### src/design/bba_pkg.sv
`timescale 1ns / 1ps

package bba_pkg;

	// Tree geometry. LEAVES must be a power of two.
	localparam int LEAVES = 256;
	localparam int LEAF_W = $clog2(LEAVES);
	localparam int NODE_W = LEAF_W + 1;
	localparam int DEPTH  = 2 * LEAVES;

	// Usage counters saturate at the top of their range.
	localparam int CNT_W = 9;
	localparam logic [CNT_W-1:0] CNT_MAX = '1;
	localparam int WIDE_W = ((NODE_W > CNT_W) ? NODE_W : CNT_W) + 1;

	localparam logic [7:0] NODE_FREE    = 8'hFF;
	localparam logic [7:0] NODE_UNAVAIL = 8'h00;

	localparam logic [1:0] MODE_ALLOC   = 2'd0;
	localparam logic [1:0] MODE_FREE    = 2'd1;
	localparam logic [1:0] MODE_PIN     = 2'd2;
	localparam logic [1:0] MODE_RELEASE = 2'd3;

	typedef struct packed {
		logic [1:0] mode;
		logic [3:0] size_shift;
		logic [7:0] owner;
		logic [7:0] leaf_index;
	} req_t;

	typedef struct packed {
		logic       ok;
		logic [7:0] base_leaf;
		logic [8:0] used_blocks;
		logic [8:0] free_blocks;
	} rsp_t;

	// Command from the request side to the tree sequencer.
	typedef struct packed {
		logic              start;
		logic [1:0]        mode;
		logic [3:0]        shift;
		logic [7:0]        owner;
		logic [LEAF_W-1:0] leaf;
	} cmd_t;

	// Status from the tree sequencer.
	typedef struct packed {
		logic              ready;
		logic              done;
		logic              found;
		logic [LEAF_W-1:0] base;
		logic [NODE_W-1:0] run;
	} sts_t;

	// One write port and one read port on the tree memory.
	typedef struct packed {
		logic              wr_en;
		logic [NODE_W-1:0] wr_addr;
		logic [7:0]        wr_data;
		logic              rd_en;
		logic [NODE_W-1:0] rd_addr;
	} mem_req_t;

endpackage

### src/design/bba_seq.sv
`timescale 1ns / 1ps

module bba_seq (
	input  logic              clk,
	input  logic              arst_n,
	input  bba_pkg::cmd_t     cmd,
	input  logic [7:0]        rd_data,
	output bba_pkg::mem_req_t mreq,
	output bba_pkg::sts_t     sts
);
	import bba_pkg::*;

	localparam logic [2:0] S_CLEAR    = 3'd0;
	localparam logic [2:0] S_IDLE     = 3'd1;
	localparam logic [2:0] S_SCAN     = 3'd2;
	localparam logic [2:0] S_PIN_WR   = 3'd3;
	localparam logic [2:0] S_PIN_TEST = 3'd4;
	localparam logic [2:0] S_REL_WR   = 3'd5;
	localparam logic [2:0] S_REL_TEST = 3'd6;
	localparam logic [2:0] S_REL_FILL = 3'd7;

	logic [2:0]        state_q;
	logic [NODE_W-1:0] clr_q;
	logic [NODE_W-1:0] node_q;
	logic [NODE_W-1:0] scan_k_q;
	logic [NODE_W-1:0] scan_last_q;
	logic [NODE_W-1:0] cnt_q;
	logic [NODE_W-1:0] rem_q;
	logic [NODE_W-1:0] run_q;
	logic [NODE_W-1:0] chk_k_s1;
	logic              chk_vld_s1;
	logic [LEAF_W-1:0] leaf_q;
	logic [LEAF_W-1:0] base_q;
	logic [7:0]        tag_q;
	logic [7:0]        sib_q;
	logic [3:0]        shift_q;
	logic              is_pin_q;
	logic              issue_q;
	logic              done_q;
	logic              found_q;

	logic [NODE_W-1:0] leaf_node;
	logic [NODE_W-1:0] par_node;
	logic              rd_free;
	logic              hit;
	logic              miss_end;
	logic              fin;
	logic              last_leaf;
	logic [NODE_W-1:0] cmd_cnt;
	logic [NODE_W-1:0] room;
	logic [NODE_W-1:0] pow;
	logic [NODE_W-1:0] free_run;
	logic [NODE_W-1:0] hit_off;
	logic [LEAF_W-1:0] hit_base;
	logic [NODE_W-1:0] alloc_run;

	assign leaf_node = {1'b1, leaf_q};
	assign par_node  = node_q >> 1;
	assign rd_free   = (rd_data == NODE_FREE);
	assign hit       = chk_vld_s1 && rd_free;
	assign miss_end  = chk_vld_s1 && !rd_free && (chk_k_s1 == scan_last_q);
	assign last_leaf = (rem_q == NODE_W'(1));

	assign cmd_cnt  = NODE_W'(LEAVES) >> cmd.shift;
	assign room     = NODE_W'(LEAVES) - {1'b0, cmd.leaf};
	assign pow      = NODE_W'(1) << cmd.shift;
	assign free_run = ((int'(cmd.shift) > LEAF_W) || (pow > room)) ? room : pow;

	assign hit_off   = (chk_k_s1 - cnt_q) << shift_q;
	assign hit_base  = hit_off[LEAF_W-1:0];
	assign alloc_run = NODE_W'(1) << shift_q;

	// A walk for one leaf ends here.
	always_comb begin
		fin = 1'b0;
		unique case (state_q)
			S_PIN_TEST: fin = !rd_free || (par_node == '0);
			S_REL_TEST: fin = (par_node == NODE_W'(1));
			S_REL_FILL: fin = (par_node == NODE_W'(1));
			default:    fin = 1'b0;
		endcase
	end

	always_comb begin
		mreq = '0;
		unique case (state_q)
			S_CLEAR: begin
				mreq.wr_en   = 1'b1;
				mreq.wr_addr = clr_q;
				mreq.wr_data = NODE_UNAVAIL;
			end
			S_SCAN: begin
				mreq.rd_en   = issue_q;
				mreq.rd_addr = scan_k_q;
			end
			S_PIN_WR: begin
				mreq.wr_en   = 1'b1;
				mreq.wr_addr = leaf_node;
				mreq.wr_data = tag_q;
				mreq.rd_en   = 1'b1;
				mreq.rd_addr = leaf_node >> 1;
			end
			S_PIN_TEST: begin
				if (rd_free) begin
					mreq.wr_en   = 1'b1;
					mreq.wr_addr = node_q;
					mreq.wr_data = tag_q;
					mreq.rd_en   = (par_node != '0);
					mreq.rd_addr = par_node;
				end
			end
			S_REL_WR: begin
				mreq.wr_en   = 1'b1;
				mreq.wr_addr = leaf_node;
				mreq.wr_data = NODE_FREE;
				mreq.rd_en   = 1'b1;
				mreq.rd_addr = leaf_node ^ NODE_W'(1);
			end
			S_REL_TEST: begin
				mreq.wr_en   = 1'b1;
				mreq.wr_addr = par_node;
				if (rd_free) begin
					mreq.wr_data = NODE_FREE;
					mreq.rd_en   = (par_node > NODE_W'(1));
					mreq.rd_addr = par_node ^ NODE_W'(1);
				end else begin
					mreq.wr_data = rd_data;
				end
			end
			S_REL_FILL: begin
				mreq.wr_en   = 1'b1;
				mreq.wr_addr = par_node;
				mreq.wr_data = sib_q;
			end
			default: mreq = '0;
		endcase
	end

	always_ff @(posedge clk or negedge arst_n) begin
		if (!arst_n) begin
			state_q    <= S_CLEAR;
			clr_q      <= '0;
			done_q     <= 1'b0;
			issue_q    <= 1'b0;
			chk_vld_s1 <= 1'b0;
		end else begin
			done_q <= 1'b0;
			unique case (state_q)
				S_CLEAR: begin
					clr_q <= clr_q + NODE_W'(1);
					if (clr_q == NODE_W'(DEPTH - 1)) begin
						state_q <= S_IDLE;
					end
				end
				S_IDLE: begin
					if (cmd.start) begin
						tag_q   <= cmd.owner;
						shift_q <= cmd.shift;
						leaf_q  <= cmd.leaf;
						base_q  <= '0;
						found_q <= 1'b1;
						run_q   <= '0;
						unique case (cmd.mode)
							MODE_ALLOC: begin
								cnt_q       <= cmd_cnt;
								scan_k_q    <= cmd_cnt;
								scan_last_q <= (cmd_cnt << 1) - NODE_W'(1);
								issue_q     <= 1'b1;
								chk_vld_s1  <= 1'b0;
								is_pin_q    <= 1'b1;
								if (cmd_cnt == '0) begin
									found_q <= 1'b0;
									done_q  <= 1'b1;
								end else begin
									state_q <= S_SCAN;
								end
							end
							MODE_FREE: begin
								rem_q    <= free_run;
								run_q    <= free_run;
								is_pin_q <= 1'b0;
								state_q  <= S_REL_WR;
							end
							MODE_PIN: begin
								rem_q    <= NODE_W'(1);
								is_pin_q <= 1'b1;
								state_q  <= S_PIN_WR;
							end
							MODE_RELEASE: begin
								rem_q    <= NODE_W'(1);
								is_pin_q <= 1'b0;
								state_q  <= S_REL_WR;
							end
						endcase
					end
				end
				S_SCAN: begin
					if (hit) begin
						leaf_q     <= hit_base;
						base_q     <= hit_base;
						rem_q      <= alloc_run;
						run_q      <= alloc_run;
						chk_vld_s1 <= 1'b0;
						state_q    <= S_PIN_WR;
					end else if (miss_end) begin
						found_q    <= 1'b0;
						done_q     <= 1'b1;
						chk_vld_s1 <= 1'b0;
						state_q    <= S_IDLE;
					end else begin
						chk_k_s1   <= scan_k_q;
						chk_vld_s1 <= issue_q;
						if (issue_q) begin
							scan_k_q <= scan_k_q + NODE_W'(1);
							if (scan_k_q == scan_last_q) begin
								issue_q <= 1'b0;
							end
						end
					end
				end
				S_PIN_WR: begin
					node_q  <= leaf_node >> 1;
					state_q <= S_PIN_TEST;
				end
				S_PIN_TEST: begin
					node_q <= par_node;
				end
				S_REL_WR: begin
					node_q  <= leaf_node;
					state_q <= S_REL_TEST;
				end
				S_REL_TEST: begin
					node_q <= par_node;
					if (!rd_free) begin
						sib_q   <= rd_data;
						state_q <= S_REL_FILL;
					end
				end
				S_REL_FILL: begin
					node_q <= par_node;
				end
			endcase

			if (fin) begin
				if (last_leaf) begin
					done_q  <= 1'b1;
					state_q <= S_IDLE;
				end else begin
					rem_q   <= rem_q - NODE_W'(1);
					leaf_q  <= leaf_q + LEAF_W'(1);
					state_q <= is_pin_q ? S_PIN_WR : S_REL_WR;
				end
			end
		end
	end

	assign sts.ready = (state_q == S_IDLE);
	assign sts.done  = done_q;
	assign sts.found = found_q;
	assign sts.base  = base_q;
	assign sts.run   = run_q;

endmodule

### config.mk
export PLATFORM = sky130hd
export DESIGN_NAME = bba_seq
export DESIGN_NICKNAME = d
export VERILOG_FILES = /design/src/design/bba_pkg.sv /design/src/design/bba_seq.sv
export SDC_FILE = /design/constraint.sdc
export NUM_CORES = 1
export LEC_CHECK = 0
export ABC_AREA = 1
export BUFFER_PORTS_ARGS = -buffer_cell sky130_fd_sc_hd__buf_4
export CORE_UTILIZATION = 54
export DETAILED_ROUTE_END_ITERATION = 7
export GPL_TIMING_DRIVEN = 1
export PLACE_DENSITY = 0.77
export SKIP_CTS_REPAIR_TIMING = 1
export SYNTH_ARGS = -nofsm -noshare
export SYNTH_HDL_FRONTEND = slang
export SYNTH_SLANG_ARGS = --single-unit
export TNS_END_PERCENT = 20
### constraint.sdc
create_clock -name clk -period 2.5 [get_ports clk]
set_input_delay 0.5 -clock clk [delete_from_list [all_inputs] [get_ports clk]]
set_output_delay 0.5 -clock clk [all_outputs]
set_load 0.01 [all_outputs]
==> reports/qor.csv, run 1 <==
metric,value,unit
maxSlewViolCount,0,
min_to,tag_q[6],
swShare,40.2,%
cts_buffer_depth,2,
wl_per_cell,18.6,um
worst_pin_slew,1.14,ns
switching_power,3.83,mW
antenna_found_initial,0,
crit_path_top_delay_cell,dfrtp_2,
final_util,71.4,%
grt_max_degree,28,
avgSynthCellArea,8.23,sq um
ff2ff_setup_slack,0.09,ns
cts_buffers,17,
fin_crit,2.52,ns
ff2ff_path_depth,9,
wl,22.9,mm
grt_pass1_vias,6874,
relSlewSlack,23.5,%
die_h,118,um
synth_area,7320,sq um
holdPathStages,1,
layout_setup_ws,-0.0247,ns
synthTopCellsByCount,"nand2_1, inv_1, nor2_1",
p_int,5.69,mW
drt_iter0_markers,857,
clk_latency,0.43,ns
power_per_cell_area,1010,nW/um^2
hp-start,cmd[14],
max_freq,396,MHz
grt.overflow.total,0,
start_util,55.3,%
clock_sinks,114,
critPathRequiredTime,2.00,ns
nFillCells,1044,
synth-edff-count,99,
cp_common_cell,buf_4,
peakVddDrop,728,uV
grt_pass1_wl,35.3,mm
synthTopCellsByArea,"edfxtp_1, nand2_1, dfrtp_1, inv_1, nor2_1",
port_buffers,80,
rsz0062_at_grt,yes,
ant_nets,0,
yosys_warnings,0,
row_count,42,
cellLeakagePower,4.11,nW
worstPathMaxFanout,6,
die_area,14000,sq um
fin_nets,1101,
synth_cells,889,
core,13200,sq um
syn_nets,944,
grt_use_total,33.2,%
yosys.cell_count.top_type,nand2_1,
timing.rr.end,leaf_q[5],
root_buffer,clkbuf_16,
cap_violations,0,
outcome,"complete, but fails checks",
pwr-share-seq,32.9,%
hold_viol,0,
synth_largest_area_cell,edfxtp_1,
crit_path_end_kind,output port,
finalSetupViolations,1,
synth_cell_types,50,
antenna_cells,0,
regToRegStartpoint,chk_k_s1[0],
dpl_cell_area,8540,sq um
crit_chain,"inv_4, nor2_4, inv_2, nand2_2, buf_4, a221o_1, buf_4",
clkTransAtPathRegs,0.06,ns
dpl.hpwl,17.2,mm
slowest_delay,0.50,ns
num_vias,7257,
comb_power_share,42.4,%
violations,setup timing,
hold_path_class,primary input to flip-flop,
netlist.area_leader.share,40.6,%
areaGrowthSynthToFinish,29.2,%
synth_flop_cell,edfxtp_1,
drcViolationCount,0,
routabilityCongestion,0.986,
drive_above_1_share,26.2,%
ys_ff_latch,114,
die_w,118,um
dr.pass1.iters,6,
critPathKind,flip-flop to output port,
arrival,2.02,ns
ios,81,
async_flop_share,13.2,%
start_kind,flip-flop,
finClkSkew,0.00795,ns
cts_tree,built,
fin_crit_sh,101,%
seq_area_frac_synth,45.8,%
via_per_inst,5.88,
htree_num_levels,4,
clockPowerShare,24.6,%
fin_area,9450,sq um
[sequential cells by signal, indices dropped and copies added, names as in the netlist]
name	flops
tag_q	8
run_q	9
chk_vld_s1	1
node_q	9
leaf_q	8
chk_k_s1	9
state_q	3
scan_last_q	8
is_pin_q	1
shift_q	4
found_q	1
done_q	1
rem_q	9
scan_k_q	9
cnt_q	8
base_q	8
sib_q	8
issue_q	1
clr_q	9
[layer usage]
metal	track usage, %	share of wire (%)	up-vias
met1	41.2	39	3352
met2	53.5	47	439
met4	19.0	5.4	0
met3	7.43	9.0	79
li1	-	-	3387
met5	0	0	-
[logic make-up after synthesis]
logic type	count (synthesis)	synth area share, %
buffers and inverters	144	7.80
and+or+nand+nor	427	26.0
DFF	114	45.8
xor gates and xnor gates	33	3.95
adders and majority gates	22	3.86
AOI/OAI and AO/OA	149	12.6
[through the flow]
stage | power (mW) | setup WS, ns | instances | hold slack (ns) | setup TNS (ns)
final | 9.53 | -0.0247 | 1235 | 0.244 | -0.0247
after global routing | 10.0 | -0.0744 | 1235 | 0.237 | -0.910
after CTS | 9.14 | -0.222 | 1219 | -0.101 | -2.66
after detailed placement | 6.79 | -0.383 | 1187 | 0.348 | -6.23
after global placement | 6.74 | -0.290 | 1187 | 0.345 | -4.85
after floorplan | 5.32 | -0.154 | 889 | 0.204 | -2.76
[worst max-delay path by stage]
stage / from / to / slack, ns / cells after the start
finish: state_q[2] / mreq[9] / -0.02 / 7
global route: cmd[0] / run_q[5] / -0.07 / 17
detailed placement: cmd[1] / run_q[8] / -0.38 / 16
CTS: state_q[0] / mreq[18] / -0.22 / 8
global placement: cmd[0] / rem_q[7] / -0.29 / 16
floorplan: rd_data[2] / scan_k_q[0] / -0.15 / 8
[power groups by stage]
| stage | combinational [mW] | sequential [mW] | clock (mW) |
|---|---|---|---|
| floorplan | 2.38 | 2.93 | 0 |
| global placement | 3.61 | 3.12 | 0 |
| detailed placement | 3.66 | 3.13 | 0 |
| CTS | 3.69 | 3.10 | 2.35 |
| global route | 4.39 | 3.18 | 2.44 |
| finish | 4.04 | 3.14 | 2.35 |
[critical path, delay by kind of cell (launching register included)]
family / cells / cell delay [ns]
buffers and inverters: 4 / 0.61
DFF: 1 / 0.50
AOI/OAI and AO/OA: 1 / 0.30
and+or+nand+nor: 2 / 0.19
[layout make-up]
| type | instances | area, sq um | share of cell area [%] |
|---|---|---|---|
| timing repair inverter | 1 | 5.00 | 0.0529 |
| sequential | 114 | 3350 | 35.5 |
| tap | 176 | 220 | 2.33 |
| timing repair buffer | 161 | 1260 | 13.3 |
| clock buffer | 18 | 439 | 4.65 |
| clock inverter | 14 | 129 | 1.36 |
| multi-input combinational | 631 | 3590 | 38.0 |
| inverter | 120 | 458 | 4.84 |
[cell usage in the layout, fill, tap and decap left out, drive strengths merged, types with 11 or more instances in the layout]
master and n:
nand2 190, buf 160, inv 123, nor2 110, edfxtp 99, nand3 61, a21oi 52, o21ai 37
nand4 34, xor2 26, ha 21, clkbuf 18, nor3 18, dfrtp 15, a22oi 12, o22ai 11
No activity file was read; power rests on OpenSTA's default activity.
==> run 2: changes to the inputs <==
--- a/config.mk
+++ b/config.mk
@@ -7,6 +7,7 @@
 export LEC_CHECK = 0
 export ABC_AREA = 1
 export BUFFER_PORTS_ARGS = -buffer_cell sky130_fd_sc_hd__buf_4
+export CORE_ASPECT_RATIO = 1.25
 export CORE_UTILIZATION = 54
 export DETAILED_ROUTE_END_ITERATION = 7
 export GPL_TIMING_DRIVEN = 1
==> run 2 against run 1 <==
  * The run still ends with setup timing left
  * Clock skew rose by 0.0015 ns
  * Setup slack got worse by 0.018 ns
  * Wire length rose by 1.6%
  * Global-route usage rose by 0.42 points
  * Total power rose by 1.2%
  * Critical path type unchanged
  * Critical endpoint unchanged
  * Highest routed layer unchanged
==> reports/qor.csv, run 2 (synthesis results as in run 1) <==
metric,value,unit
hold_viol,0,
start_kind,flip-flop,
ant_nets,0,
port_buffers,80,
drive_above_1_share,26.4,%
clk_latency,0.43,ns
p_int,5.83,mW
die_w,106,um
row_count,47,
finClkSkew,0.00947,ns
fin_crit_sh,102,%
fin_nets,1101,
critPathKind,flip-flop to output port,
ios,81,
grt_max_degree,28,
core,13200,sq um
fin_crit,2.54,ns
cp_top_family,flip-flops,
clkTransAtPathRegs,0.06,ns
start_util,55.3,%
cts_buffer_depth,2,
routabilityCongestion,0.953,
max_freq,393,MHz
die_h,132,um
cellLeakagePower,4.13,nW
antenna_found_initial,0,
critPathRequiredTime,2.00,ns
root_buffer,clkbuf_16,
drt_iter0_markers,904,
power_per_cell_area,1020,nW/um^2
crit_chain,"inv_2, nand4_1, buf_4, nor3_4, nor2_2, a221o_1, buf_6",
grt_use_total,33.6,%
antenna_cells,0,
peakVddDrop,773,uV
cts_tree,built,
slowest_delay,0.48,ns
arrival,2.04,ns
comb_power_share,41.5,%
maxSlewViolCount,0,
holdPathStages,1,
cts_buffers,17,
areaGrowthSynthToFinish,29.5,%
dpl_cell_area,8550,sq um
pwr-share-seq,32.2,%
outcome,"complete, but fails checks",
violations,setup timing,
path_buf_inv,3,
switching_power,3.81,mW
cap_violations,0,
hold_path_class,primary input to flip-flop,
final_common_cell,nand2_1,
wl_met2,11.4,mm
htree_num_levels,4,
fin_area,9470,sq um
wl_met1,8.38,mm
drcViolationCount,0,
layout_setup_ws,-0.0425,ns
swShare,39.5,%
wl,23.3,mm
final_cell_mix,"nand2_1, buf_4, edfxtp_1",
wl_per_cell,18.9,um
wl_met3,2.14,mm
grt_pass1_wl,35.6,mm
num_vias,7285,
dpl.hpwl,17.5,mm
grt_pass1_vias,6925,
finalSetupViolations,2,
cp_num_cells,7,
relSlewSlack,24.4,%
clock_sinks,114,
route.top_layer_used,met4,
die_area,14000,sq um
dr.pass1.iters,5,
clockPowerShare,26.3,%
crit_path_top_delay_cell,edfxtp_1,
worstPathMaxFanout,5,
via_per_inst,5.92,
nFillCells,1047,
crit_path_end_kind,output port,
grt.overflow.total,0,
rsz0062_at_grt,yes,
ff2ff_path_depth,9,
worst_pin_slew,1.13,ns
final_util,71.6,%
## run 2: cell type report
class / count / area, sq um / share of cell area (%)
Timing Repair Buffer: 162 / 1250 / 13.2
Clock buffer: 18 / 429 / 4.53
Tap cell: 171 / 214 / 2.26
Clock inverter: 14 / 180 / 1.90
Sequential cell: 114 / 3350 / 35.4
Inverter: 120 / 455 / 4.81
Multi-Input combinational cell: 631 / 3590 / 37.9
## run 2: metal layers
metal  up-vias  GRT usage, %
met5         -             0
met4         0          21.4
met3        99          6.82
met2       453          55.2
met1      3346          40.1
li1       3387             -
## run 2: power by group through the flow
stage | clock network, mW | logic, mW | registers (mW)
2_1_floorplan | 0 | 2.38 | 2.93
3_3_place_gp | 0 | 3.67 | 3.11
3_5_place_dp | 0 | 3.70 | 3.12
4_1_cts | 2.53 | 3.75 | 3.08
5_1_grt | 2.61 | 4.32 | 3.14
6_report | 2.53 | 4.00 | 3.10
## run 2: worst paths after layout
check	start	to	slack, ns
worst max-delay path	node_q[6]	mreq[9]	-0.04
worst min-delay path	cmd[15]	tag_q[7]	0.25
worst max register to register	chk_k_s1[0]	leaf_q[5]	0.10
worst min register to register	scan_k_q[4]	chk_k_s1[4]	0.46
max in group asynchronous	arst_n	state_q[2]	1.38
min in group asynchronous	arst_n	state_q[0]	0.48
## run 2: stage by stage
stage | hold WS, ns | setup slack (ns) | total power, mW | std cells | setup TNS [ns]
2_1_floorplan | 0.204 | -0.154 | 5.32 | 889 | -2.76
3_3_place_gp | 0.340 | -0.352 | 6.78 | 1186 | -5.40
3_5_place_dp | 0.343 | -0.416 | 6.82 | 1186 | -6.81
4_1_cts | -0.0958 | -0.215 | 9.36 | 1218 | -1.53
5_1_grt | 0.241 | -0.156 | 10.1 | 1230 | -1.13
6_report | 0.248 | -0.0425 | 9.64 | 1230 | -0.0669
